<file path="config.mk">
export PLATFORM = sky130hd
export DESIGN_NAME = infix_to_postfix_converter_core_flat
export DESIGN_NICKNAME = d
export VERILOG_FILES = /design/src/itp_pkg.sv /design/src/itp_if.sv /design/src/itp_ucode_rom.sv /design/src/itp_sequencer.sv /design/src/itp_datapath.sv /design/src/infix_to_postfix_converter_core.sv /design/src/flat_wrapper.sv
export VERILOG_INCLUDE_DIRS = /design/src /design/src/src
export SDC_FILE = /design/constraint.sdc
export NUM_CORES = 1
export LEC_CHECK = 0
export ABC_AREA = 1
export BUFFER_PORTS_ARGS = -buffer_cell sky130_fd_sc_hd__clkbuf_2
export CAP_MARGIN = 20
export CORE_MARGIN = 2
export CORE_UTILIZATION = 39
export DETAILED_ROUTE_END_ITERATION = 10
export GPL_TIMING_DRIVEN = 0
export SKIP_LAST_GASP = 1
export SYNTH_ARGS = -nofsm -noshare
export SYNTH_HDL_FRONTEND = slang
export SYNTH_HIERARCHICAL = 1
export SYNTH_SLANG_ARGS = --single-unit
</file>
<file path="constraint.sdc">
create_clock -name clk -period 11.9 [get_ports clk]
set_input_delay 0 -clock clk [delete_from_list [all_inputs] [get_ports clk]]
set_output_delay 0 -clock clk [all_outputs]
set_load 0.005 [all_outputs]
</file>
<file path="src/assert_macros.svh">
// Assertion macros shared by the converter RTL.
// Each macro expects signals named clk and rst_n in the including scope.
`ifndef ASSERT_MACROS_SVH
`define ASSERT_MACROS_SVH

// expr holds at every clock edge out of reset
`define ASSERT_HOLDS(label, expr, msg) \
    label: assert property (@(posedge clk) disable iff (!rst_n) (expr)) \
        else $error(msg);

// cons holds in the same cycle as ante
`define ASSERT_IMPLIES(label, ante, cons, msg) \
    label: assert property (@(posedge clk) disable iff (!rst_n) (ante) |-> (cons)) \
        else $error(msg);

// cons holds in the cycle after ante
`define ASSERT_NEXT(label, ante, cons, msg) \
    label: assert property (@(posedge clk) disable iff (!rst_n) (ante) |=> (cons)) \
        else $error(msg);

`endif

</file>
<file path="src/itp_pkg.sv">
// Shared types, constants and helper functions for the infix to postfix converter.
// No dependencies; every other file in src but assert_macros.svh imports it.
package itp_pkg;

    localparam int CHAR_W          = 8;
    localparam int CNT_W           = 8;
    localparam int UPC_W           = 5;
    localparam int STACK_DEPTH_DEF = 32;

    typedef logic [CHAR_W-1:0] char_t;
    typedef logic [CNT_W-1:0]  cnt_t;
    typedef logic [UPC_W-1:0]  upc_t;

    localparam char_t CH_SPACE  = 8'h20;
    localparam char_t CH_LPAREN = 8'h28;
    localparam char_t CH_RPAREN = 8'h29;
    localparam char_t CH_STAR   = 8'h2A;
    localparam char_t CH_PLUS   = 8'h2B;
    localparam char_t CH_COMMA  = 8'h2C;
    localparam char_t CH_MINUS  = 8'h2D;
    localparam char_t CH_SLASH  = 8'h2F;
    localparam char_t CH_0      = 8'h30;
    localparam char_t CH_9      = 8'h39;
    localparam char_t CH_AT     = 8'h40;
    localparam char_t CH_UA     = 8'h41;
    localparam char_t CH_UZ     = 8'h5A;
    localparam char_t CH_LBRACK = 8'h5B;
    localparam char_t CH_RBRACK = 8'h5D;
    localparam char_t CH_LA     = 8'h61;
    localparam char_t CH_LZ     = 8'h7A;
    localparam char_t CH_NUL    = 8'h00;

    localparam cnt_t ARG_TEN     = 8'd10;
    localparam cnt_t ARG_HUNDRED = 8'd100;
    localparam cnt_t ARG_MAX     = 8'd255;

    typedef enum logic [2:0] {
        CODE_LPAREN = 3'd0,
        CODE_LBRACK = 3'd1,
        CODE_ADD    = 3'd2,
        CODE_SUB    = 3'd3,
        CODE_MUL    = 3'd4,
        CODE_DIV    = 3'd5
    } op_code_t;

    typedef enum logic [2:0] {
        CLS_ALNUM,
        CLS_LPAREN,
        CLS_LBRACK,
        CLS_RPAREN,
        CLS_RBRACK,
        CLS_COMMA,
        CLS_OP,
        CLS_OTHER
    } cls_t;

    // microcode fields
    typedef enum logic [3:0] {
        C_NEVER,
        C_NO_INPUT,
        C_IS_ALNUM,
        C_NOT_OPND,
        C_STOP_PAREN,
        C_STOP_BRACK,
        C_ARG_LT100,
        C_ARG_LT10,
        C_OP_NO_POP,
        C_NOT_END,
        C_EMPTY
    } cond_t;

    typedef enum logic [2:0] {
        E_NONE,
        E_CHAR,
        E_SPACE,
        E_TOP,
        E_AT,
        E_HUND,
        E_TENS,
        E_ONES
    } emit_t;

    typedef enum logic [3:0] {
        A_NONE,
        A_LOAD,
        A_SET_OPND,
        A_RUNEND,
        A_PUSH,
        A_PUSH_LIST,
        A_POP,
        A_DROP_PAREN,
        A_DROP_BRACK,
        A_CLR_LIST,
        A_ARG_INC,
        A_FINISH
    } act_t;

    typedef enum logic [1:0] {
        NX_INC,
        NX_STAY,
        NX_GOTO,
        NX_DISPATCH
    } nx_t;

    typedef struct packed {
        cond_t cond;
        upc_t  tgt;
        emit_t emit;
        act_t  act;
        nx_t   nx;
    } ucode_t;

    // microprogram addresses
    localparam upc_t U_FETCH    = 5'd0;
    localparam upc_t U_CLASSIFY = 5'd1;
    localparam upc_t U_RUNEND   = 5'd2;
    localparam upc_t U_DISPATCH = 5'd3;
    localparam upc_t U_ALNUM    = 5'd4;
    localparam upc_t U_LPAREN   = 5'd5;
    localparam upc_t U_LBRACK   = 5'd6;
    localparam upc_t U_RP_LOOP  = 5'd7;
    localparam upc_t U_RP_DROP  = 5'd8;
    localparam upc_t U_RB_LOOP  = 5'd9;
    localparam upc_t U_RB_DROP  = 5'd10;
    localparam upc_t U_RB_AT    = 5'd11;
    localparam upc_t U_RB_HUND  = 5'd12;
    localparam upc_t U_RB_TENS  = 5'd13;
    localparam upc_t U_RB_ONES  = 5'd14;
    localparam upc_t U_RB_SPACE = 5'd15;
    localparam upc_t U_COMMA    = 5'd16;
    localparam upc_t U_CM_LOOP  = 5'd17;
    localparam upc_t U_OP_LOOP  = 5'd18;
    localparam upc_t U_OP_PUSH  = 5'd19;
    localparam upc_t U_END      = 5'd20;
    localparam upc_t U_FLUSH    = 5'd21;
    localparam upc_t U_FIN      = 5'd22;

    // datapath status seen by the sequencer
    typedef struct packed {
        logic in_valid;
        logic alnum;
        logic in_operand;
        logic end_flag;
        logic empty;
        logic stop_paren;
        logic stop_brack;
        logic op_no_pop;
        logic arg_lt10;
        logic arg_lt100;
        logic stall;
        cls_t cls;
    } dp_stat_t;

    // one result transfer
    typedef struct packed {
        char_t ch;
        logic  has;
        logic  last;
        logic  done;
        logic  ovf;
    } res_t;

    function automatic cls_t classify(input char_t c);
        cls_t r;
        case (c) inside
            [CH_0:CH_9], [CH_UA:CH_UZ], [CH_LA:CH_LZ]: r = CLS_ALNUM;
            CH_LPAREN:                                 r = CLS_LPAREN;
            CH_LBRACK:                                 r = CLS_LBRACK;
            CH_RPAREN:                                 r = CLS_RPAREN;
            CH_RBRACK:                                 r = CLS_RBRACK;
            CH_COMMA:                                  r = CLS_COMMA;
            CH_PLUS, CH_MINUS, CH_STAR, CH_SLASH:      r = CLS_OP;
            default:                                   r = CLS_OTHER;
        endcase
        return r;
    endfunction

    function automatic op_code_t push_code_of(input char_t c);
        op_code_t r;
        case (c)
            CH_LPAREN: r = CODE_LPAREN;
            CH_LBRACK: r = CODE_LBRACK;
            CH_PLUS:   r = CODE_ADD;
            CH_MINUS:  r = CODE_SUB;
            CH_STAR:   r = CODE_MUL;
            default:   r = CODE_DIV;
        endcase
        return r;
    endfunction

    function automatic char_t code_char(input op_code_t code);
        char_t r;
        case (code)
            CODE_LPAREN: r = CH_LPAREN;
            CODE_LBRACK: r = CH_LBRACK;
            CODE_ADD:    r = CH_PLUS;
            CODE_SUB:    r = CH_MINUS;
            CODE_MUL:    r = CH_STAR;
            default:     r = CH_SLASH;
        endcase
        return r;
    endfunction

    function automatic logic [1:0] code_prio(input op_code_t code);
        logic [1:0] r;
        case (code)
            CODE_LPAREN:        r = 2'd0;
            CODE_LBRACK:        r = 2'd1;
            CODE_ADD, CODE_SUB: r = 2'd2;
            default:            r = 2'd3;
        endcase
        return r;
    endfunction

    // double dabble: {hundreds, tens, ones}
    function automatic logic [11:0] to_bcd(input cnt_t v);
        logic [19:0] s;
        s = {12'd0, v};
        for (int i = 0; i < CNT_W; i++)
        begin
            if (s[11:8] > 4'd4)
                s[11:8] = s[11:8] + 4'd3;
            if (s[15:12] > 4'd4)
                s[15:12] = s[15:12] + 4'd3;
            if (s[19:16] > 4'd4)
                s[19:16] = s[19:16] + 4'd3;
            s = s << 1;
        end
        return s[19:8];
    endfunction

endpackage

</file>
<file path="src/itp_if.sv">
// Valid/ready channel interfaces for the converter's input and result transfers.
// Depends on itp_pkg.
interface itp_in_if;
    import itp_pkg::*;

    logic  valid;
    logic  ready;
    char_t in_char;
    logic  end_of_expr;

    modport source (output valid, output in_char, output end_of_expr, input ready);
    modport sink   (input valid, input in_char, input end_of_expr, output ready);
endinterface

interface itp_out_if;
    import itp_pkg::*;

    logic  valid;
    logic  ready;
    char_t out_char;
    logic  has_char;
    logic  last_of_run;
    logic  expr_done;
    logic  overflow;

    modport source (output valid, output out_char, output has_char, output last_of_run,
                    output expr_done, output overflow, input ready);
    modport sink   (input valid, input out_char, input has_char, input last_of_run,
                    input expr_done, input overflow, output ready);
endinterface

</file>
<file path="src/itp_ucode_rom.sv">
// Control store: the converter's microprogram, one control word per address.
// Depends on itp_pkg.
module itp_ucode_rom (
    input  itp_pkg::upc_t   upc,
    output itp_pkg::ucode_t uword
);
    import itp_pkg::*;

    function automatic ucode_t uw(input cond_t c, input upc_t t, input emit_t e,
                                  input act_t a, input nx_t n);
        ucode_t w;
        w.cond = c;
        w.tgt  = t;
        w.emit = e;
        w.act  = a;
        w.nx   = n;
        return w;
    endfunction

    always_comb
    begin
        case (upc)
            U_FETCH:    uword = uw(C_NO_INPUT,   U_FETCH,    E_NONE,  A_LOAD,       NX_INC);
            U_CLASSIFY: uword = uw(C_IS_ALNUM,   U_ALNUM,    E_NONE,  A_NONE,       NX_INC);
            U_RUNEND:   uword = uw(C_NOT_OPND,   U_DISPATCH, E_SPACE, A_RUNEND,     NX_INC);
            U_DISPATCH: uword = uw(C_NEVER,      U_END,      E_NONE,  A_NONE,       NX_DISPATCH);
            U_ALNUM:    uword = uw(C_NEVER,      U_END,      E_CHAR,  A_SET_OPND,   NX_GOTO);
            U_LPAREN:   uword = uw(C_NEVER,      U_END,      E_NONE,  A_PUSH,       NX_GOTO);
            U_LBRACK:   uword = uw(C_NEVER,      U_END,      E_NONE,  A_PUSH_LIST,  NX_GOTO);
            U_RP_LOOP:  uword = uw(C_STOP_PAREN, U_RP_DROP,  E_TOP,   A_POP,        NX_STAY);
            U_RP_DROP:  uword = uw(C_NEVER,      U_END,      E_NONE,  A_DROP_PAREN, NX_GOTO);
            U_RB_LOOP:  uword = uw(C_STOP_BRACK, U_RB_DROP,  E_TOP,   A_POP,        NX_STAY);
            U_RB_DROP:  uword = uw(C_NEVER,      U_RB_AT,    E_NONE,  A_DROP_BRACK, NX_INC);
            U_RB_AT:    uword = uw(C_NEVER,      U_RB_HUND,  E_AT,    A_NONE,       NX_INC);
            U_RB_HUND:  uword = uw(C_ARG_LT100,  U_RB_TENS,  E_HUND,  A_NONE,       NX_INC);
            U_RB_TENS:  uword = uw(C_ARG_LT10,   U_RB_ONES,  E_TENS,  A_NONE,       NX_INC);
            U_RB_ONES:  uword = uw(C_NEVER,      U_RB_SPACE, E_ONES,  A_NONE,       NX_INC);
            U_RB_SPACE: uword = uw(C_NEVER,      U_END,      E_SPACE, A_CLR_LIST,   NX_GOTO);
            U_COMMA:    uword = uw(C_NEVER,      U_CM_LOOP,  E_NONE,  A_ARG_INC,    NX_INC);
            U_CM_LOOP:  uword = uw(C_STOP_BRACK, U_END,      E_TOP,   A_POP,        NX_STAY);
            U_OP_LOOP:  uword = uw(C_OP_NO_POP,  U_OP_PUSH,  E_TOP,   A_POP,        NX_STAY);
            U_OP_PUSH:  uword = uw(C_NEVER,      U_END,      E_NONE,  A_PUSH,       NX_GOTO);
            U_END:      uword = uw(C_NOT_END,    U_FIN,      E_NONE,  A_NONE,       NX_INC);
            U_FLUSH:    uword = uw(C_EMPTY,      U_FIN,      E_TOP,   A_POP,        NX_STAY);
            U_FIN:      uword = uw(C_NEVER,      U_FETCH,    E_NONE,  A_FINISH,     NX_GOTO);
            default:    uword = uw(C_NEVER,      U_FETCH,    E_NONE,  A_NONE,       NX_GOTO);
        endcase
    end

endmodule

</file>
<file path="src/itp_sequencer.sv">
// Microcode sequencer: step counter, condition test, jumps and class dispatch.
// Depends on itp_pkg and itp_ucode_rom.
module itp_sequencer (
    input  logic              clk,
    input  logic              rst_n,
    input  itp_pkg::dp_stat_t stat,
    output itp_pkg::ucode_t   uword,
    output logic              run,
    output logic              in_ready,
    output itp_pkg::upc_t     upc
);
    import itp_pkg::*;

    upc_t upc_reg;
    upc_t upc_next;
    logic cond_true;

    itp_ucode_rom u_rom (
        .upc   (upc_reg),
        .uword (uword)
    );

    function automatic upc_t dispatch(input cls_t c);
        upc_t r;
        case (c)
            CLS_LPAREN: r = U_LPAREN;
            CLS_LBRACK: r = U_LBRACK;
            CLS_RPAREN: r = U_RP_LOOP;
            CLS_RBRACK: r = U_RB_LOOP;
            CLS_COMMA:  r = U_COMMA;
            CLS_OP:     r = U_OP_LOOP;
            default:    r = U_END;
        endcase
        return r;
    endfunction

    always_comb
    begin
        case (uword.cond)
            C_NO_INPUT:   cond_true = !stat.in_valid;
            C_IS_ALNUM:   cond_true = stat.alnum;
            C_NOT_OPND:   cond_true = !stat.in_operand;
            C_STOP_PAREN: cond_true = stat.stop_paren;
            C_STOP_BRACK: cond_true = stat.stop_brack;
            C_ARG_LT100:  cond_true = stat.arg_lt100;
            C_ARG_LT10:   cond_true = stat.arg_lt10;
            C_OP_NO_POP:  cond_true = stat.op_no_pop;
            C_NOT_END:    cond_true = !stat.end_flag;
            C_EMPTY:      cond_true = stat.empty;
            default:      cond_true = 1'b0;
        endcase
    end

    assign run = !cond_true && !stat.stall;

    always_comb
    begin
        if (cond_true)
            upc_next = uword.tgt;
        else if (stat.stall)
            upc_next = upc_reg;
        else
        begin
            case (uword.nx)
                NX_INC:      upc_next = upc_t'(upc_reg + 1'b1);
                NX_STAY:     upc_next = upc_reg;
                NX_GOTO:     upc_next = uword.tgt;
                NX_DISPATCH: upc_next = dispatch(stat.cls);
                default:     upc_next = U_FETCH;
            endcase
        end
    end

    always_ff @(posedge clk or negedge rst_n)
    begin
        if (!rst_n)
            upc_reg <= U_FETCH;
        else
            upc_reg <= upc_next;
    end

    assign in_ready = (upc_reg == U_FETCH);
    assign upc      = upc_reg;

endmodule

</file>
<file path="src/itp_datapath.sv">
// Datapath: operator stack, list and operand state, one-deep result holdback and
// the output register. Driven by control words from itp_sequencer; depends on itp_pkg.
module itp_datapath #(
    parameter int STACK_DEPTH = itp_pkg::STACK_DEPTH_DEF,
    parameter int LVL_W       = $clog2(STACK_DEPTH + 1)
) (
    input  logic              clk,
    input  logic              rst_n,
    input  itp_pkg::ucode_t   uword,
    input  logic              run,
    input  logic              in_valid,
    input  itp_pkg::char_t    in_char,
    input  logic              in_end,
    input  logic              out_ready,
    output logic              out_valid,
    output itp_pkg::res_t     out_res,
    output itp_pkg::dp_stat_t stat,
    output logic [LVL_W-1:0]  level
);
    import itp_pkg::*;

    localparam int IDX_W = $clog2(STACK_DEPTH);

    op_code_t stack_mem [STACK_DEPTH];

    logic [LVL_W-1:0] level_reg, level_next;
    cnt_t             arg_reg, arg_next;
    logic             in_list_reg, in_list_next;
    logic             opnd_reg, opnd_next;
    logic             ovf_reg, ovf_next;
    logic             pend_valid_reg, pend_valid_next;
    logic             out_valid_reg, out_valid_next;

    char_t            char_reg, char_next;
    logic             end_reg, end_next;
    char_t            pend_char_reg, pend_char_next;
    res_t             out_reg, out_next;
    op_code_t         top_reg;

    logic [LVL_W-1:0] level_dec;
    logic [LVL_W-1:0] level_next_dec;
    logic [IDX_W-1:0] rd_idx;
    op_code_t         top;
    op_code_t         push_code;
    logic             empty;
    logic             out_busy;
    logic [11:0]      arg_bcd;
    char_t            emit_char;
    logic             do_push;
    logic             stack_we;

    assign level_dec      = level_reg - LVL_W'(1);
    assign level_next_dec = level_next - LVL_W'(1);
    assign rd_idx         = level_next_dec[IDX_W-1:0];
    assign top            = top_reg;
    assign push_code      = push_code_of(char_reg);
    assign empty          = (level_reg == '0);
    assign out_busy       = out_valid_reg && !out_ready;
    assign arg_bcd        = to_bcd(arg_reg);

    always_comb
    begin
        stat.in_valid   = in_valid;
        stat.alnum      = (classify(char_reg) == CLS_ALNUM);
        stat.in_operand = opnd_reg;
        stat.end_flag   = end_reg;
        stat.empty      = empty;
        stat.stop_paren = empty || (top == CODE_LPAREN);
        stat.stop_brack = empty || (top == CODE_LBRACK);
        stat.op_no_pop  = empty || (code_prio(push_code) > code_prio(top));
        stat.arg_lt10   = (arg_reg < ARG_TEN);
        stat.arg_lt100  = (arg_reg < ARG_HUNDRED);
        stat.cls        = classify(char_reg);
        stat.stall      = out_busy &&
                          (((uword.emit != E_NONE) && pend_valid_reg) ||
                           ((uword.act == A_FINISH) && (pend_valid_reg || end_reg)));
    end

    always_comb
    begin
        case (uword.emit)
            E_CHAR:  emit_char = char_reg;
            E_SPACE: emit_char = CH_SPACE;
            E_TOP:   emit_char = code_char(top);
            E_AT:    emit_char = CH_AT;
            E_HUND:  emit_char = CH_0 + char_t'(arg_bcd[11:8]);
            E_TENS:  emit_char = CH_0 + char_t'(arg_bcd[7:4]);
            E_ONES:  emit_char = CH_0 + char_t'(arg_bcd[3:0]);
            default: emit_char = CH_NUL;
        endcase
    end

    always_comb
    begin
        level_next      = level_reg;
        arg_next        = arg_reg;
        in_list_next    = in_list_reg;
        opnd_next       = opnd_reg;
        ovf_next        = ovf_reg;
        pend_valid_next = pend_valid_reg;
        out_valid_next  = out_valid_reg && !out_ready;
        char_next       = char_reg;
        end_next        = end_reg;
        pend_char_next  = pend_char_reg;
        out_next        = out_reg;
        do_push         = 1'b0;
        stack_we        = 1'b0;

        if (run)
        begin
            if (uword.emit != E_NONE)
            begin
                if (pend_valid_reg)
                begin
                    out_valid_next = 1'b1;
                    out_next       = '{ch: pend_char_reg, has: 1'b1, last: 1'b0,
                                       done: 1'b0, ovf: ovf_reg};
                end
                pend_char_next  = emit_char;
                pend_valid_next = 1'b1;
            end

            case (uword.act)
                A_LOAD:
                begin
                    char_next = in_char;
                    end_next  = in_end;
                end
                A_SET_OPND:
                    opnd_next = 1'b1;
                A_RUNEND:
                begin
                    opnd_next = 1'b0;
                    if (in_list_reg && (arg_reg == '0))
                        arg_next = cnt_t'(1);
                end
                A_PUSH:
                    do_push = 1'b1;
                A_PUSH_LIST:
                begin
                    in_list_next = 1'b1;
                    do_push      = 1'b1;
                end
                A_POP:
                    level_next = level_dec;
                A_DROP_PAREN:
                    if (!empty && (top == CODE_LPAREN))
                        level_next = level_dec;
                A_DROP_BRACK:
                    if (!empty && (top == CODE_LBRACK))
                        level_next = level_dec;
                A_CLR_LIST:
                begin
                    arg_next     = '0;
                    in_list_next = 1'b0;
                end
                A_ARG_INC:
                    if (arg_reg != ARG_MAX)
                        arg_next = arg_reg + cnt_t'(1);
                A_FINISH:
                begin
                    if (pend_valid_reg)
                    begin
                        out_valid_next = 1'b1;
                        out_next       = '{ch: pend_char_reg, has: 1'b1, last: 1'b1,
                                           done: end_reg, ovf: ovf_reg};
                    end
                    else if (end_reg)
                    begin
                        // marker transfer: nothing else came out of the closing byte
                        out_valid_next = 1'b1;
                        out_next       = '{ch: CH_NUL, has: 1'b0, last: 1'b1,
                                           done: 1'b1, ovf: ovf_reg};
                    end
                    pend_valid_next = 1'b0;
                    if (end_reg)
                    begin
                        level_next   = '0;
                        arg_next     = '0;
                        in_list_next = 1'b0;
                        opnd_next    = 1'b0;
                        ovf_next     = 1'b0;
                    end
                end
                default:
                begin
                end
            endcase

            if (do_push)
            begin
                if (level_reg < LVL_W'(STACK_DEPTH))
                begin
                    stack_we   = 1'b1;
                    level_next = level_reg + LVL_W'(1);
                end
                else
                    ovf_next = 1'b1;
            end
        end
    end

    always_ff @(posedge clk or negedge rst_n)
    begin
        if (!rst_n)
        begin
            level_reg      <= '0;
            arg_reg        <= '0;
            in_list_reg    <= 1'b0;
            opnd_reg       <= 1'b0;
            ovf_reg        <= 1'b0;
            pend_valid_reg <= 1'b0;
            out_valid_reg  <= 1'b0;
        end
        else
        begin
            level_reg      <= level_next;
            arg_reg        <= arg_next;
            in_list_reg    <= in_list_next;
            opnd_reg       <= opnd_next;
            ovf_reg        <= ovf_next;
            pend_valid_reg <= pend_valid_next;
            out_valid_reg  <= out_valid_next;
        end
    end

    // top of stack is read ahead into a register at the next level; a push bypasses the array
    always_ff @(posedge clk)
    begin
        char_reg      <= char_next;
        end_reg       <= end_next;
        pend_char_reg <= pend_char_next;
        out_reg       <= out_next;
        if (stack_we)
            stack_mem[level_reg[IDX_W-1:0]] <= push_code;
        if (stack_we)
            top_reg <= push_code;
        else
            top_reg <= stack_mem[rd_idx];
    end

    assign out_valid = out_valid_reg;
    assign out_res   = out_reg;
    assign level     = level_reg;

endmodule

</file>
<file path="src/infix_to_postfix_converter_core.sv">
// Top level of the infix to postfix converter; depends on itp_pkg, itp_if,
// itp_sequencer, itp_datapath and assert_macros.svh.
//
// Takes one byte of infix text per input transfer and returns the postfix bytes
// that byte causes, each as one result transfer; the last transfer of a byte has
// last_of_run set, and the byte flagged end_of_expr also flushes the operator
// stack, ends with expr_done and clears all state (a marker transfer with
// has_char low is sent if it gave nothing else). A small microprogram runs one
// control word per cycle unless the output stalls it, on a path of its own for a
// letter or digit, a dropped byte, '(' or '[', ')', ',' or an operator and ']',
// repeating a word for each stack pop or entry flushed. A new byte is accepted
// only once the previous one is finished. Result transfers leave through an
// output register with a one-result holdback, so a stalled consumer stalls the
// program only when both are full or an end marker meets a full output register.
// The operator stack holds STACK_DEPTH entries; a push onto a full stack is
// dropped and raises the sticky overflow flag for the expression.
`include "assert_macros.svh"

module infix_to_postfix_converter_core #(
    parameter int STACK_DEPTH = itp_pkg::STACK_DEPTH_DEF
) (
    input  logic        clk,
    input  logic        rst_n,
    itp_in_if.sink      char_in,
    itp_out_if.source   char_out
);
    import itp_pkg::*;

    localparam int LVL_W = $clog2(STACK_DEPTH + 1);

    ucode_t           uword;
    dp_stat_t         stat;
    logic             run;
    logic             in_ready;
    upc_t             upc;
    logic             out_valid;
    res_t             out_res;
    logic [LVL_W-1:0] stack_level;

    itp_sequencer u_seq (
        .clk      (clk),
        .rst_n    (rst_n),
        .stat     (stat),
        .uword    (uword),
        .run      (run),
        .in_ready (in_ready),
        .upc      (upc)
    );

    itp_datapath #(
        .STACK_DEPTH (STACK_DEPTH),
        .LVL_W       (LVL_W)
    ) u_dp (
        .clk       (clk),
        .rst_n     (rst_n),
        .uword     (uword),
        .run       (run),
        .in_valid  (char_in.valid),
        .in_char   (char_in.in_char),
        .in_end    (char_in.end_of_expr),
        .out_ready (char_out.ready),
        .out_valid (out_valid),
        .out_res   (out_res),
        .stat      (stat),
        .level     (stack_level)
    );

    assign char_in.ready        = in_ready;
    assign char_out.valid       = out_valid;
    assign char_out.out_char    = out_res.ch;
    assign char_out.has_char    = out_res.has;
    assign char_out.last_of_run = out_res.last;
    assign char_out.expr_done   = out_res.done;
    assign char_out.overflow    = out_res.ovf;

    `ASSERT_NEXT(a_accept_starts_program, char_in.valid && char_in.ready, upc != U_FETCH, "program did not start after input transfer")
    `ASSERT_HOLDS(a_level_in_range, stack_level <= LVL_W'(STACK_DEPTH), "stack level beyond depth")
    `ASSERT_IMPLIES(a_marker_closes_expr, char_out.valid && !char_out.has_char, char_out.last_of_run && char_out.expr_done, "marker transfer outside expression end")
    `ASSERT_IMPLIES(a_done_is_last, char_out.valid && char_out.expr_done, char_out.last_of_run, "expr_done without last_of_run")

endmodule
</file>
<file path="src/flat_wrapper.sv">
// flat-port wrapper written by rule: the top's interface ports become plain ports
module infix_to_postfix_converter_core_flat import itp_pkg::*;
#(
    parameter int STACK_DEPTH = itp_pkg::STACK_DEPTH_DEF
)
  (clk, rst_n, char_in_valid, char_in_in_char, char_in_end_of_expr, char_in_ready, char_out_valid, char_out_out_char, char_out_has_char, char_out_last_of_run, char_out_expr_done, char_out_overflow, char_out_ready);
  itp_in_if char_in_i ();
  itp_out_if char_out_i ();
  input  logic clk;
  input  logic rst_n;
  input wire logic [$bits(char_in_i.valid)-1:0] char_in_valid;
  input wire logic [$bits(char_in_i.in_char)-1:0] char_in_in_char;
  input wire logic [$bits(char_in_i.end_of_expr)-1:0] char_in_end_of_expr;
  output wire logic [$bits(char_in_i.ready)-1:0] char_in_ready;
  output wire logic [$bits(char_out_i.valid)-1:0] char_out_valid;
  output wire logic [$bits(char_out_i.out_char)-1:0] char_out_out_char;
  output wire logic [$bits(char_out_i.has_char)-1:0] char_out_has_char;
  output wire logic [$bits(char_out_i.last_of_run)-1:0] char_out_last_of_run;
  output wire logic [$bits(char_out_i.expr_done)-1:0] char_out_expr_done;
  output wire logic [$bits(char_out_i.overflow)-1:0] char_out_overflow;
  input wire logic [$bits(char_out_i.ready)-1:0] char_out_ready;
  assign char_in_i.valid = char_in_valid;
  assign char_in_i.in_char = char_in_in_char;
  assign char_in_i.end_of_expr = char_in_end_of_expr;
  assign char_in_ready = char_in_i.ready;
  assign char_out_valid = char_out_i.valid;
  assign char_out_out_char = char_out_i.out_char;
  assign char_out_has_char = char_out_i.has_char;
  assign char_out_last_of_run = char_out_i.last_of_run;
  assign char_out_expr_done = char_out_i.expr_done;
  assign char_out_overflow = char_out_i.overflow;
  assign char_out_i.ready = char_out_ready;
  infix_to_postfix_converter_core #(.STACK_DEPTH(STACK_DEPTH)) u_core (.clk(clk), .rst_n(rst_n), .char_in(char_in_i), .char_out(char_out_i));
endmodule
</file>
# --- After elaboration in Yosys (flattened, before gate mapping) ---
# Memories as Yosys holds them, arrays and structs flattened. A register that Yosys moved wholly into a read port is not among the register bits.
# Cells that the tools add are included.
totals:
  word_cells: 251
  regBits: 53
  out_inout_bits: 14
  latchBits: 0
  memories: 2
  mem_bits_rw: 96
  rom_bits: 576
  input_bits: 13
mem_list:
  columns: ["name", "depth", "word_bits", "rd", "rd_ports_with_merged_regs", "write_ports", "line", "text"]
  rows:
  - ["(no name shown)", 32, 18, 1, 0, 0, "itp_ucode_rom.sv:22", "case (upc)"]
  - ["u_core.u_dp.stack_mem", 32, 3, 1, 1, 1, "itp_datapath.sv:24", "op_code_t stack_mem [STACK_DEPTH];"]
op_classes:
  n_eq_ne: 59
  n_addsub: 26
  reduce_logical: 47
  n_mul: 0
  shifts: 0
  order_cmp: 28
  n_div: 0
  n_mux: 73
  n_bitwise: 0
ops:
  columns: ["operator", "count"]
  rows:
  - ["> comparator 4 x 3 -> 1 bit, second input constant", 15]
  - ["2-to-1 mux 12 bit", 5]
  - ["== test 8 x 6 -> 1 bit, second input constant", 7]
  - ["case mux 8 bit (7 select lines)", 1]
  - ["adder 4 x 2 -> 4 bit, second input constant", 11]
  - ["2-to-1 mux 4 bit", 11]
  - ["2-to-1 mux 6 bit", 6]
  - ["case mux 7 bit (5 select lines)", 1]
  - ["2-to-1 mux 3 bit", 11]
  - ["== test 4 x 3 -> 1 bit, second input constant", 8]
  - ["case mux 8 bit (4 select lines)", 1]
  - ["case mux 5 bit (6 select lines)", 1]
  - ["== test 4 bit, second input constant", 7]
  - ["== test 3 x 2 -> 1 bit, second input constant", 8]
  - ["== test 3 bit, second input constant", 8]
  - ["2-to-1 mux 8 bit", 3]
  - ["case mux 6 bit (4 select lines)", 1]
  - ["adder 6 x 4 -> 7 bit, first input constant", 3]
  - ["2-to-1 mux 1 bit", 21]
  - ["== test 4 x 2 -> 1 bit, second input constant", 4]
  - ["== test 8 x 7 -> 1 bit, second input constant", 2]
  - ["greater-or-equal comparator 8 x 7 -> 1 bit, second input constant", 2]
  - ["less-or-equal comparator 8 x 7 -> 1 bit, second input constant", 2]
  - ["case mux 3 bit (5 select lines)", 1]
  - ["other kinds (46)", 93]

# --- Longest topological paths before layout ---
# Gate-level depths: netlist of run 1.
logic_depth:
  ltp_word: 18
  mapped_depth: 35
  ltp_nobuf: 32

# --- Hierarchy ---
# The synthesis of run 1 kept the hierarchy.
by_module_without_submodules:
  columns: ["module", "cells_each", "instances", "seq_area_each_um2", "area_each_um2"]
  rows:
  - ["itp_datapath", 950, 1, 4329.2, 8102.8]
  - ["itp_sequencer", 115, 1, 125.1, 669.4]
  - ["itp_ucode_rom", 111, 1, 0.0, 595.6]

# --- Worst setup path after synthesis of run 1 ---
# No wires, ideal clock.
synth_timing:
  path_kind: "reg-to-reg"
  from: "register u_core.u_dp.char_reg[1]"
  to: "register u_core.u_dp.char_reg[0] (enable)"
  period_less_slack_ps: 4931
  stages_incl_launch_ff: 23
  path_slack_ps: 6969
  required_time_ps: 11513
  arrival_time_ps: 4545
  n_path_buf: 2
  setup_ps: 387
  cell_sequence: "edfxtp_1 inv_1 nand2_1 nor2_1 o21ai_0 inv_1 nor2_1 nand2_1 nand2_1 nor2_1 ha_1 nor2_1 o21ai_0 nand2_1 nand2_1 nand3_2 nand2_4 nand2_4 nor2_1 clkbuf_1 inv_1 clkbuf_1 nor3_1"
synth_rtl:
  columns: ["element", "line", "text"]
  rows:
  - ["from (decl)", "itp_datapath.sv:34", "char_t char_reg, char_next;"]
  - ["from (signal assigned)", "itp_datapath.sv:230", "char_reg <= char_next;"]

==> metrics.md, run 1 <==
| Metric | Value |
|---|---|
| Status | `complete, no violations` |
| CTS tree | `yes` |
| Clock latency on the worst-skew pair | `440 ps` |
| Final worst path period share | `50.27%` |
| FF-to-FF path depth | `20` |
| Leakage power | `4.653 nW` |
| Worst EP required | `12000 ps` |
| RSZ-0062 raised after global routing | `false` |
| Overall Global Routing Usage | `19.80%` |
| Max FFs per register | `96` |
| Largest net degree at the start of global routing | `25` |
| Total CTS buffers | `17` |
| Synth top area share | `40.07%` |
| Most used DFF post-synth | `edfxtp_1` |
| GRT overflow | `0` |
| CP Launch Type | `flop` |
| IO Pins | `27` |
| Worst VDD drop | `109.2 uV` |
| CP Capture Type | `flop` |
| IO Port Bufs | `25` |
| Post-route ant nets | `0` |
| Initial Util | `39.79%` |
| Initial antenna violation count | `0` |
| Critical path class | `reg -> reg` |
| Endpoints failing setup | `0` |
| Die area | `25280 sq um` |
| Mapped Cells | `1176` |
| Worst-path clk slew | `70 ps` |
| Mapped Avg Cell Area | `7.966 sq um` |
| DR pass1 iterations | `7` |
| Critical path arrival | `6080 ps` |
| Final worst clock skew | `8.349 ps` |
| Total Nets Final | `1277` |
| Core area | `23540 sq um` |
| Number of global-route vias before repair | `7753` |
| H-tree levels | `4` |
| WL final | `24.61 mm` |
| Synth async-reset ratio | `15.58%` |
| Cell taking the most area after synthesis | `edfxtp_1` |
| Cell variety after synth | `54` |
| DRC errors left | `0` |
| Post-synthesis cell area | `9368 sq um` |
| Fin Setup TNS | `0 ps` |
| Std-Cell Rows | `56` |
| Post-synth EDFFs | `125` |
| Via count | `8100` |
| Die Span Y | `159.0 um` |
| P per Cell Area | `301.8 nW/um^2` |
| Post-route minimum period | `5982 ps` |
| Post-synth net total | `1217` |
| Max_cap viols | `0` |
| Slew Limit Fails | `0` |
| Area grow syn2layout | `14.31%` |
| Clk sinks | `154` |
| Clk buf depth | `2` |
| First-pass GRT wire length | `39.66 mm` |
| Root buffer cell | `clkbuf_16` |
| DRT iter0 DRCs | `609` |
| Yosys warnings | `6` |
| Routability congestion estimate | `0.9075` |
| N_diodes | `0` |
| Worst Path Max Fanout | `11` |
| Total setup buffers inserted after CTS | `0` |
| F_max | `0.1672 GHz` |
| Synthesis-stage register bit count | `154` |
| Final Hold Vio Count | `0` |
| Die width | `159.0 um` |
| Worst hold path class | `in -> async` |
| Register area share after synthesis | `47.55%` |
| Min Hold Slack | `161.2 ps` |
| Final HPWL DP | `17.75 mm` |
| Vias/cell | `5.166` |
| Fraction of layout cells with a size suffix above 1 | `10.17%` |
| Post-DR wirelength/cell | `15.70 um` |
| Area contributors post-synth | `edfxtp_1 (40%), nand2_1 (14%), nand3_1 (8.9%), dfrtp_1 (6.4%), inv_1 (4.8%)` |
| Slew margin rel. | `36.94%` |
| Worst-Margin Slew | `938.7 ps` |
[critical path, stage by stage (launching register included)]
cell      delay [ps]
dfrtp_1          610
inv_1            230
ha_1             430
inv_1             80
nand3_1          100
nand3_1           80
nand2_1           80
nand2_1          170
nor3_1           800
nor2_1           130
clkinv_1         240
nand2_1           80
inv_1            200
nor2_1           120
nor2_1           360
clkbuf_1         410
inv_1            100
clkbuf_1         280
nor2_1           340
nand2_1          390
nor2_1           400
[routing by layer]
metal	global-route usage (%)	wire [um]	vias up
met1	26.89	11610	3803
li1	-	-	4026
met2	32.55	11300	232
met3	3.438	1247	39
met4	6.116	459	0
met5	0	0	-
[per-stage QoR]
stage               total power, mW  setup slack [ps]  utilization (%)  area (sq um)  std cells
finish                        3.231              5918            45.48         10710       1568
CTS                           3.220              5990            45.48         10710       1568
global placement              2.615              4652            42.02          9892       1520
global route                  3.512              5384            45.48         10710       1568
floorplan                     2.138              6969                -          9368       1176
detailed placement            2.645              6005            42.44          9991       1525
[area by class of cell]
cell class	instances	area, sq um
repair buffers	41	334.1
multi-input cells	849	4158
clock buffers	18	429.2
clock inverters	14	177.7
plain buffers	35	236.5
well taps	319	399.1
inverters	138	519.2
fillers	2391	12830
flip-flops and latches	154	4454
[kinds of logic (layout without fill, tap and decap cells)]
logic type	Yosys count	in the layout	synth area share, %
compound gates	117	117	7.346
xor+xnor	14	14	1.469
fa+ha+maj	28	28	3.740
buf+inv	173	246	8.067
flops	154	154	47.55
simple gates	690	690	31.83
[final timing paths]
path	from	end	slack (ps)
max in group asynchronous	rst_n	u_core/u_dp/arg_reg[6]	11250
max reg2reg	u_core/u_seq/upc[0]	u_core/u_dp/stack_mem[24][2]	5920
min	rst_n	u_core/u_seq/upc[2]	160
min in group clk	char_in_valid	u_core/u_seq/upc[1]	240
min reg2reg	u_core/u_dp/opnd_reg	u_core/u_dp/opnd_reg	500
max	u_core/u_seq/upc[0]	u_core/u_dp/stack_mem[24][2]	5920
[cell usage after synthesis (6+ instances only)]
| library cell | number |
|---|---|
| a21oi_1 | 30 |
| buf_2 | 9 |
| buf_4 | 7 |
| buf_6 | 9 |
| clkbuf_1 | 9 |
| dfrtp_1 | 24 |
| edfxtp_1 | 125 |
| ha_1 | 28 |
| inv_1 | 120 |
| inv_2 | 12 |
| nand2_1 | 349 |
| nand2_2 | 8 |
| nand3_1 | 167 |
| nand4_1 | 13 |
| nor2_1 | 114 |
| nor3_1 | 16 |
| o211ai_1 | 6 |
| o21ai_0 | 43 |
| o22ai_1 | 7 |
| xor2_1 | 11 |
[where the power goes]
part / internal [mW] / switching (mW)
sequential: 0.747 / 0.0892
combinational: 0.566 / 1.27
clock: 0.318 / 0.244
[what timing repair did]
item / CTS / global route
hold buffers: 11 / 0
resized for setup: 0 / 0
hold endpoints to repair: 34 / 0
[layout by cell type, fill, tap and decap left out, drive strengths merged, types with 2 or more instances in the layout]
cell type and count:
o22ai 7, clkinvlp 2, and2 2, a21oi 32, xnor2 2, bufinv 2
o211ai 6, a31oi 3, clkbuf 52, o31ai 2, dfrtp 24, dlygate4sd3 11
xor2 12, nand3 169, a22oi 3, clkinv 8, nand3b 3, nand2 359
nor3 17, nor2 121, dfxtp 5, o21bai 4, o21ai 50, nand4 13
edfxtp 125, nor3b 3, ha 28, a211oi 3, inv 140, buf 31
(Power assumes the default switching activity.)
==> run 2, diff against run 1 <==
ABC_AREA = 0   (was 1)
clock period = 5.4 ns   (was 11.9 ns; I/O delays follow)
==> run 2 against run 1 <==
Via count decreased by 8.5%. Cell count fell by 17%. Die area grew 1.2%. Synthesized cell count fell by 24%. Largest cell class is now multi-input gates. Clock power rose by 120%. Non-clock buffer count rose by 31.
==> metrics.md, run 2 <==
| Metric | Value |
|---|---|
| Status | `complete, no violations (unchanged)` |
| Slew margin rel. | `31.87% (was 36.94%)` |
| IO Port Bufs | `25 (unchanged)` |
| Post-DR wirelength/cell | `18.55 um (was 15.70 um)` |
| Post-synthesis cell area | `9487 sq um (was 9368 sq um)` |
| P per Cell Area | `632.8 nW/um^2 (was 301.8 nW/um^2)` |
| DRT iter0 DRCs | `716 (was 609)` |
| Area grow syn2layout | `17.17% (was 14.31%)` |
| Most used DFF post-synth | `edfxtp_1 (unchanged)` |
| Post-layout utilization of the core | `46.11% (was 45.48%)` |
| Total Power | `7.034 mW (was 3.231 mW)` |
| Post-route ant nets | `0 (unchanged)` |
| CP Capture Type | `flop (unchanged)` |
| Yosys warnings | `6 (unchanged)` |
| CTS tree | `yes (unchanged)` |
| Clock latency on the worst-skew pair | `420 ps (was 440 ps)` |
| Final worst clock skew | `12.64 ps (was 8.349 ps)` |
| Commonest non-fill, non-tap cell in the layout | `edfxtp_1 (was nand2_1)` |
| DR pass1 iterations | `5 (was 7)` |
| Seq pwr share | `26.0% (was 25.9%)` |
| FF-to-FF End | `u_core/u_dp/arg_reg[5] (was u_core/u_dp/stack_mem[24][2])` |
| Routability congestion estimate | `0.9421 (was 0.9075)` |
| Total CTS buffers | `17 (unchanged)` |
| Count leader, synth | `edfxtp_1 (was nand2_1)` |
| Worst EP required | `5710 ps (was 12000 ps)` |
| Die area | `25590 sq um (was 25280 sq um)` |
| Synthesis-stage register bit count | `154 (unchanged)` |
| Post-route minimum period | `5231 ps (was 5982 ps)` |
| N_diodes | `0 (unchanged)` |
| Max_cap viols | `0 (unchanged)` |
| Number of global-route vias before repair | `7196 (was 7753)` |
| Initial Util | `39.35% (was 39.79%)` |
| Critical path class | `reg -> reg (unchanged)` |
| Overall Global Routing Usage | `18.90% (was 19.80%)` |
| Post-synth net total | `939 (was 1217)` |
| Leakage power | `3.896 nW (was 4.653 nW)` |
| Root buffer cell | `clkbuf_16 (unchanged)` |
| Worst hold path class | `in -> async (unchanged)` |
| FF-to-FF setup slack | `170 ps (was 5920 ps)` |
| WL final | `24.26 mm (was 24.61 mm)` |
| Largest net degree at the start of global routing | `34 (was 25)` |
| GRT overflow | `0 (unchanged)` |
| Final Hold Vio Count | `0 (unchanged)` |
| Cell variety after synth | `83 (was 54)` |
| H-tree levels | `4 (unchanged)` |
| Fraction of layout cells with a size suffix above 1 | `18.90% (was 10.17%)` |
| Core area | `24110 sq um (was 23540 sq um)` |
| IO Pins | `27 (unchanged)` |
| Most frequent cells in the layout | `edfxtp_1 (125), nand2_1 (88), nor2_1 (88) (was nand2_1 (349), nand3_1 (167), edfxtp_1 (125))` |
| FF-to-FF path depth | `23 (was 20)` |
| Slew Limit Fails | `0 (unchanged)` |
| F_max | `0.1912 GHz (was 0.1672 GHz)` |
| Worst-path clk slew | `70 ps (about the same)` |
| Worst-Margin Slew | `1022 ps (was 938.7 ps)` |
| CP Launch Type | `flop (unchanged)` |
| Clk buf depth | `2 (unchanged)` |
| Vias/cell | `5.665 (was 5.166)` |
| Cell taking the most area after synthesis | `edfxtp_1 (unchanged)` |
| NetSw | `3.084 mW (was 1.600 mW)` |
| Worst VDD drop | `360.7 uV (was 109.2 uV)` |
| DRC errors left | `0 (unchanged)` |
| Final HPWL DP | `16.80 mm (was 17.75 mm)` |
| Critical path arrival | `5540 ps (was 6080 ps)` |
| Post-synth EDFFs | `125 (unchanged)` |
| Synth top area share | `39.57% (was 40.07%)` |
| Area contributors post-synth | `edfxtp_1 (40%), mux4_2 (7.1%), dfrtp_1 (6.3%), nor2_1 (3.8%), ha_1 (3.7%) (was edfxtp_1 (40%), nand2_1 (14%), nand3_1 (8.9%), dfrtp_1 (6.4%), inv_1 (4.8%))` |
| Fill count | `2275 (was 2391)` |
| Power share of the clock group | `17.5% (was 17.4%)` |
| Mapped Cells | `898 (was 1176)` |
| Register area share after synthesis | `46.95% (was 47.55%)` |
| Total Nets Final | `1012 (was 1277)` |
| First-pass GRT wire length | `38.43 mm (was 39.66 mm)` |
| Via count | `7410 (was 8100)` |
| Initial antenna violation count | `0 (unchanged)` |
| Mapped Avg Cell Area | `10.56 sq um (was 7.966 sq um)` |
| Worst Path Max Fanout | `7 (was 11)` |
| Sw Ratio | `43.84% (was 49.50%)` |
| Min Hold Slack | `198.3 ps (was 161.2 ps)` |
| Internal power | `3.950 mW (was 1.632 mW)` |
| Die Span Y | `160.0 um (was 159.0 um)` |
| Comb power frac | `56.5% (was 56.7%)` |
| Std-Cell Rows | `57 (was 56)` |
| Final worst path period share | `96.87% (was 50.27%)` |
| Clk sinks | `154 (unchanged)` |
| Die width | `160.0 um (was 159.0 um)` |
| Endpoints failing setup | `0 (unchanged)` |
| Synth async-reset ratio | `15.58% (unchanged)` |
| Max FFs per register | `96 (unchanged)` |
| Top cells by count, synth | `edfxtp_1 (125), nor2_1 (96), nand2_1 (92) (was nand2_1 (349), nand3_1 (167), edfxtp_1 (125))` |
[run 2: cell count changes after synthesis, sizes merged, moves of 9 or more]
cell / before / now
a22o: 1 / 10
clkbuf: 9 / 34
inv: 132 / 37
mux2i: 0 / 22
mux4: 0 / 30
nand2: 359 / 92
nand2b: 0 / 15
nand3: 169 / 18
nand4: 13 / 2
nor2: 121 / 97
nor2b: 0 / 18
or3: 0 / 12
[run 2: cells by family after synthesis]
| kind of cell | synth area share [%] |
|---|---|
| xor+xnor | 1.292 |
| simple gates | 17.33 |
| buf+inv | 4.471 |
| mux | 10.66 |
| flops | 46.95 |
| fa+ha+maj | 3.904 |
| compound gates | 15.39 |
[run 2: how the worst max path moves through the flow]
| stage | endpoint | slack, ps | depth (start not counted) |
|---|---|---|---|
| 3_5_place_dp | flop | -1450 | 26 |
| 2_1_floorplan | u_core/u_dp/arg_reg[5] | 110 | 22 |
| 4_1_cts | u_core/u_dp/stack_mem[17][2] | -1 | 20 |
| 3_3_place_gp | flop | -1500 | 22 |
| 6_report | u_core/u_dp/arg_reg[5] | 170 | 23 |
| 5_1_grt | u_core/u_dp/arg_reg[4] | -40 | 23 |
[run 2: stage by stage]
step | setup TNS, ps | area (sq um) | cells | worst slack (ps)
after floorplan | 0 | 9509 | 898 | 107.5
after global placement | -160770 | 10040 | 1247 | -1504
after detailed placement | -153200 | 10060 | 1249 | -1452
after CTS | -2.798 | 10910 | 1298 | -1.073
after global routing | -79.62 | 11120 | 1308 | -37.26
final | 0 | 11120 | 1308 | 168.8
[run 2: power by group through the flow]
stage,logic [mW],clock network (mW),registers (mW)
after floorplan,2.73,0,1.78
after global placement,3.56,0,1.84
after detailed placement,3.57,0,1.84
after CTS,3.74,1.26,1.83
after global routing,4.35,1.30,1.86
final,3.98,1.23,1.83
[run 2: layer usage]
| metal | up-vias | routed length (um) | share of wire (%) | GRT usage (%) |
|---|---|---|---|---|
| met4 | 0 | 483 | 2.0 | 6.347 |
| met2 | 251 | 12070 | 50 | 32.31 |
| met3 | 31 | 1010 | 4.2 | 2.156 |
| li1 | 3516 | - | - | - |
| met1 | 3612 | 10700 | 44 | 25.12 |
| met5 | - | 0 | 0 | 0 |
[run 2: area by class of cell]
cell class,instances,area (sq um),share of cell area (%)
plain buffers,51,301.5,2.713
multi-input cells,653,4750,42.73
clock buffers,17,425.4,3.827
inverters,38,142.6,1.283
repair buffers,56,441.7,3.973
well taps,324,405.4,3.647
flip-flops and latches,154,4457,40.09
clock inverters,15,192.7,1.733
[run 2: what timing repair did]
item,CTS,global route
gates resized for setup,19,32
gates cloned,0,2
pin swaps,2,2
hold buffers,11,0
endpoints found under the hold margin,34,0
buffers inserted,8,8
endpoints found under the setup margin,137,127
[run 2: worst max-delay path: stages, from the launching register on]
cell and delay (ps):
dfxtp_1 330, buf_6 160, buf_12 140, mux4_2 540, mux4_2 520, mux2i_4 210
buf_4 150, nand3b_2 140, nand2_1 110, ha_1 140, nor2b_1 50, o21ai_1 200
nand2_1 90, mux2i_1 140, o22ai_1 120, or4_1 530, buf_6 170, nor2_4 140
inv_2 100, or3_4 420, a31oi_4 170, nand4_1 130, buf_6 190, o41ai_2 220
==> run 3, diff against run 2 <==
CORE_MARGIN = unset   (was 2)
==> run 3 against run 2 <==
Fmax about the same. Utilization increased by 1.3 points. Register-to-register slack about the same. Largest cell class unchanged.
==> metrics.md, run 3 (synthesis results as in run 2) <==
| Metric | Value |
|---|---|
| Std-Cell Rows | `56 (was 57)` |
| Multi-input gate area | `4818 sq um (was 4750 sq um)` |
| CP Launch Type | `flop (unchanged)` |
| Status | `complete, no violations (unchanged)` |
| Met2 Usage GRT | `31.68% (was 32.31%)` |
| Post-DR wirelength/cell | `18.63 um (was 18.55 um)` |
| Core area | `23680 sq um (was 24110 sq um)` |
| F_max | `0.1910 GHz (was 0.1912 GHz)` |
| P per Cell Area | `644.9 nW/um^2 (was 632.8 nW/um^2)` |
| First-pass GRT wire length | `37.76 mm (was 38.43 mm)` |
| Worst setup margin | `165.4 ps (was 168.8 ps)` |
| Worst hold path class | `in -> async (unchanged)` |
| Post-route minimum period | `5235 ps (was 5231 ps)` |
| Slew margin rel. | `33.24% (was 31.87%)` |
| IO Port Bufs | `25 (unchanged)` |
| Via count | `7491 (was 7410)` |
| Die Span Y | `158.0 um (was 160.0 um)` |
| Placed insts | `1243 (was 1249)` |
| Total Power | `7.247 mW (was 7.034 mW)` |
| Met1 Track Usage GR | `27.62% (was 25.12%)` |
| Max FFs per register | `96 (unchanged)` |
| Endpoints failing setup | `0 (unchanged)` |
| Worst EP required | `5730 ps (was 5710 ps)` |
| Overall Global Routing Usage | `19.80% (was 18.90%)` |
| Total Nets Final | `1015 (was 1012)` |
| Vias/cell | `5.736 (was 5.665)` |
| Clk buf depth | `2 (unchanged)` |
| GR peak layer | `met2 (unchanged)` |
| Worst-path clk slew | `70 ps (about the same)` |
| Routability congestion estimate | `0.9018 (was 0.9421)` |
| FF-to-FF setup slack | `170 ps (about the same)` |
| Largest net degree at the start of global routing | `34 (unchanged)` |
| Area grow syn2layout | `18.45% (was 17.17%)` |
| Final Instance Area | `11240 sq um (was 11120 sq um)` |
| Commonest non-fill, non-tap cell in the layout | `edfxtp_1 (unchanged)` |
| Post-layout utilization of the core | `47.45% (was 46.11%)` |
| Pre-CTS setup slack | `-1535 ps (was -1452 ps)` |
| Fill count | `2180 (was 2275)` |
| Number of global-route vias before repair | `6851 (was 7196)` |
| Worst VDD drop | `384.1 uV (was 360.7 uV)` |
| Total CTS buffers | `17 (unchanged)` |
| Die area | `24950 sq um (was 25590 sq um)` |
| Final Hold Vio Count | `0 (unchanged)` |
| Max_cap viols | `0 (unchanged)` |
| IO Pins | `27 (unchanged)` |
| Leakage power | `3.967 nW (was 3.896 nW)` |
| Final HPWL DP | `16.59 mm (was 16.80 mm)` |
| Initial Util | `40.06% (was 39.35%)` |
| Die width | `158.0 um (was 160.0 um)` |
| Fraction of layout cells with a size suffix above 1 | `19.96% (was 18.90%)` |
| WL final | `24.33 mm (was 24.26 mm)` |
| Cell Count, Final, Fillers Out | `1306 (was 1308)` |
| Final worst path period share | `96.94% (was 96.87%)` |
| DRC errors left | `0 (unchanged)` |
| DRT iter0 DRCs | `636 (was 716)` |
| Final worst clock skew | `18.67 ps (was 12.64 ps)` |
| DR pass1 iterations | `7 (was 5)` |
| H-tree levels | `4 (unchanged)` |
| Grt met3 use | `3.312% (was 2.156%)` |
| Most frequent cells in the layout | `edfxtp_1 (125), nand2_1 (87), nor2_1 (87) (was edfxtp_1 (125), nand2_1 (88), nor2_1 (88))` |
| CTS tree | `yes (unchanged)` |
| Fin Setup TNS | `0 ps (unchanged)` |
| Root buffer cell | `clkbuf_16 (unchanged)` |
| Critical path class | `reg -> reg (unchanged)` |
| Worst Path Max Fanout | `7 (unchanged)` |
| GRT overflow | `0 (unchanged)` |
| N_diodes | `0 (unchanged)` |
| Initial antenna violation count | `0 (unchanged)` |
| Slew Limit Fails | `0 (unchanged)` |
| Worst-Margin Slew | `994.7 ps (was 1022 ps)` |
| CP Capture Type | `flop (unchanged)` |
| Clock latency on the worst-skew pair | `440 ps (was 420 ps)` |
| Sequential standard cell area | `4458 sq um (was 4457 sq um)` |
| Placed inst area | `10050 sq um (was 10060 sq um)` |
| Critical path arrival | `5560 ps (was 5540 ps)` |
| Min Hold Slack | `150.2 ps (was 198.3 ps)` |
| Clk sinks | `154 (unchanged)` |
| Post-route ant nets | `0 (unchanged)` |
run 3: repair_timing:
| item | in CTS | in global routing |
|---|---|---|
| hold endpoints to repair | 34 | 0 |
| gates cloned | 2 | 0 |
| pin swaps | 2 | 5 |
| gates resized for setup | 28 | 37 |
| hold buffers | 11 | 0 |
| setup endpoints to repair | 137 | 130 |
| setup buffers | 10 | 11 |
run 3: layer usage:
metal | up-vias | wire, um
li1 | 3517 | -
met1 | 3675 | 11130
met2 | 269 | 11320
met3 | 30 | 1516
met4 | 0 | 358
met5 | - | 0
run 3: where the power goes:
| part | switching, mW | internal, mW | leakage [nW] |
|---|---|---|---|
| Sequential | 0.225 | 1.62 | 1.35 |
| Clock | 0.579 | 0.719 | 0.315 |
| Combinational | 2.35 | 1.76 | 2.30 |
| Total | 3.16 | 4.09 | 3.97 |
run 3: cell type report:
| cell class | count | area share, % |
|---|---|---|
| inverters | 38 | 1.292 |
| flip-flops and latches | 154 | 39.67 |
| multi-input cells | 654 | 42.88 |
| well taps | 319 | 3.552 |
| clock inverters | 15 | 2.015 |
| repair buffers | 59 | 4.098 |
| plain buffers | 50 | 2.706 |
| clock buffers | 17 | 3.786 |
run 3: critical path, stage by stage (launching register included):
cell and delay [ps]:
dfxtp_1 330, buf_6 150, bufbuf_16 280, mux4_2 510, mux4_2 520, mux2i_4 210, nand3b_4 180, nand2_1 60
ha_1 270, nand2_1 40, o21ai_1 70, nand2_1 90, mux2i_1 190, o22ai_1 140, or4_1 530, buf_6 150
nor2_4 190, inv_4 80, or3_4 410, a31oi_4 180, nand4_1 130, buf_6 190, o41ai_4 220
run 3: path summary, 6_finish.rpt:
| kind | cells after the start | endpoint |
|---|---|---|
| max in group asynchronous | 2 | u_core/u_seq/upc[0] |
| hold / removal | 2 | u_core/u_seq/upc[3] |
| setup / recovery | 22 | u_core/u_dp/arg_reg[5] |
| setup reg to reg | 22 | u_core/u_dp/arg_reg[5] |
| min in group clk | 2 | u_core/u_dp/char_reg[4] |
| hold reg to reg | 1 | u_core/u_dp/opnd_reg |
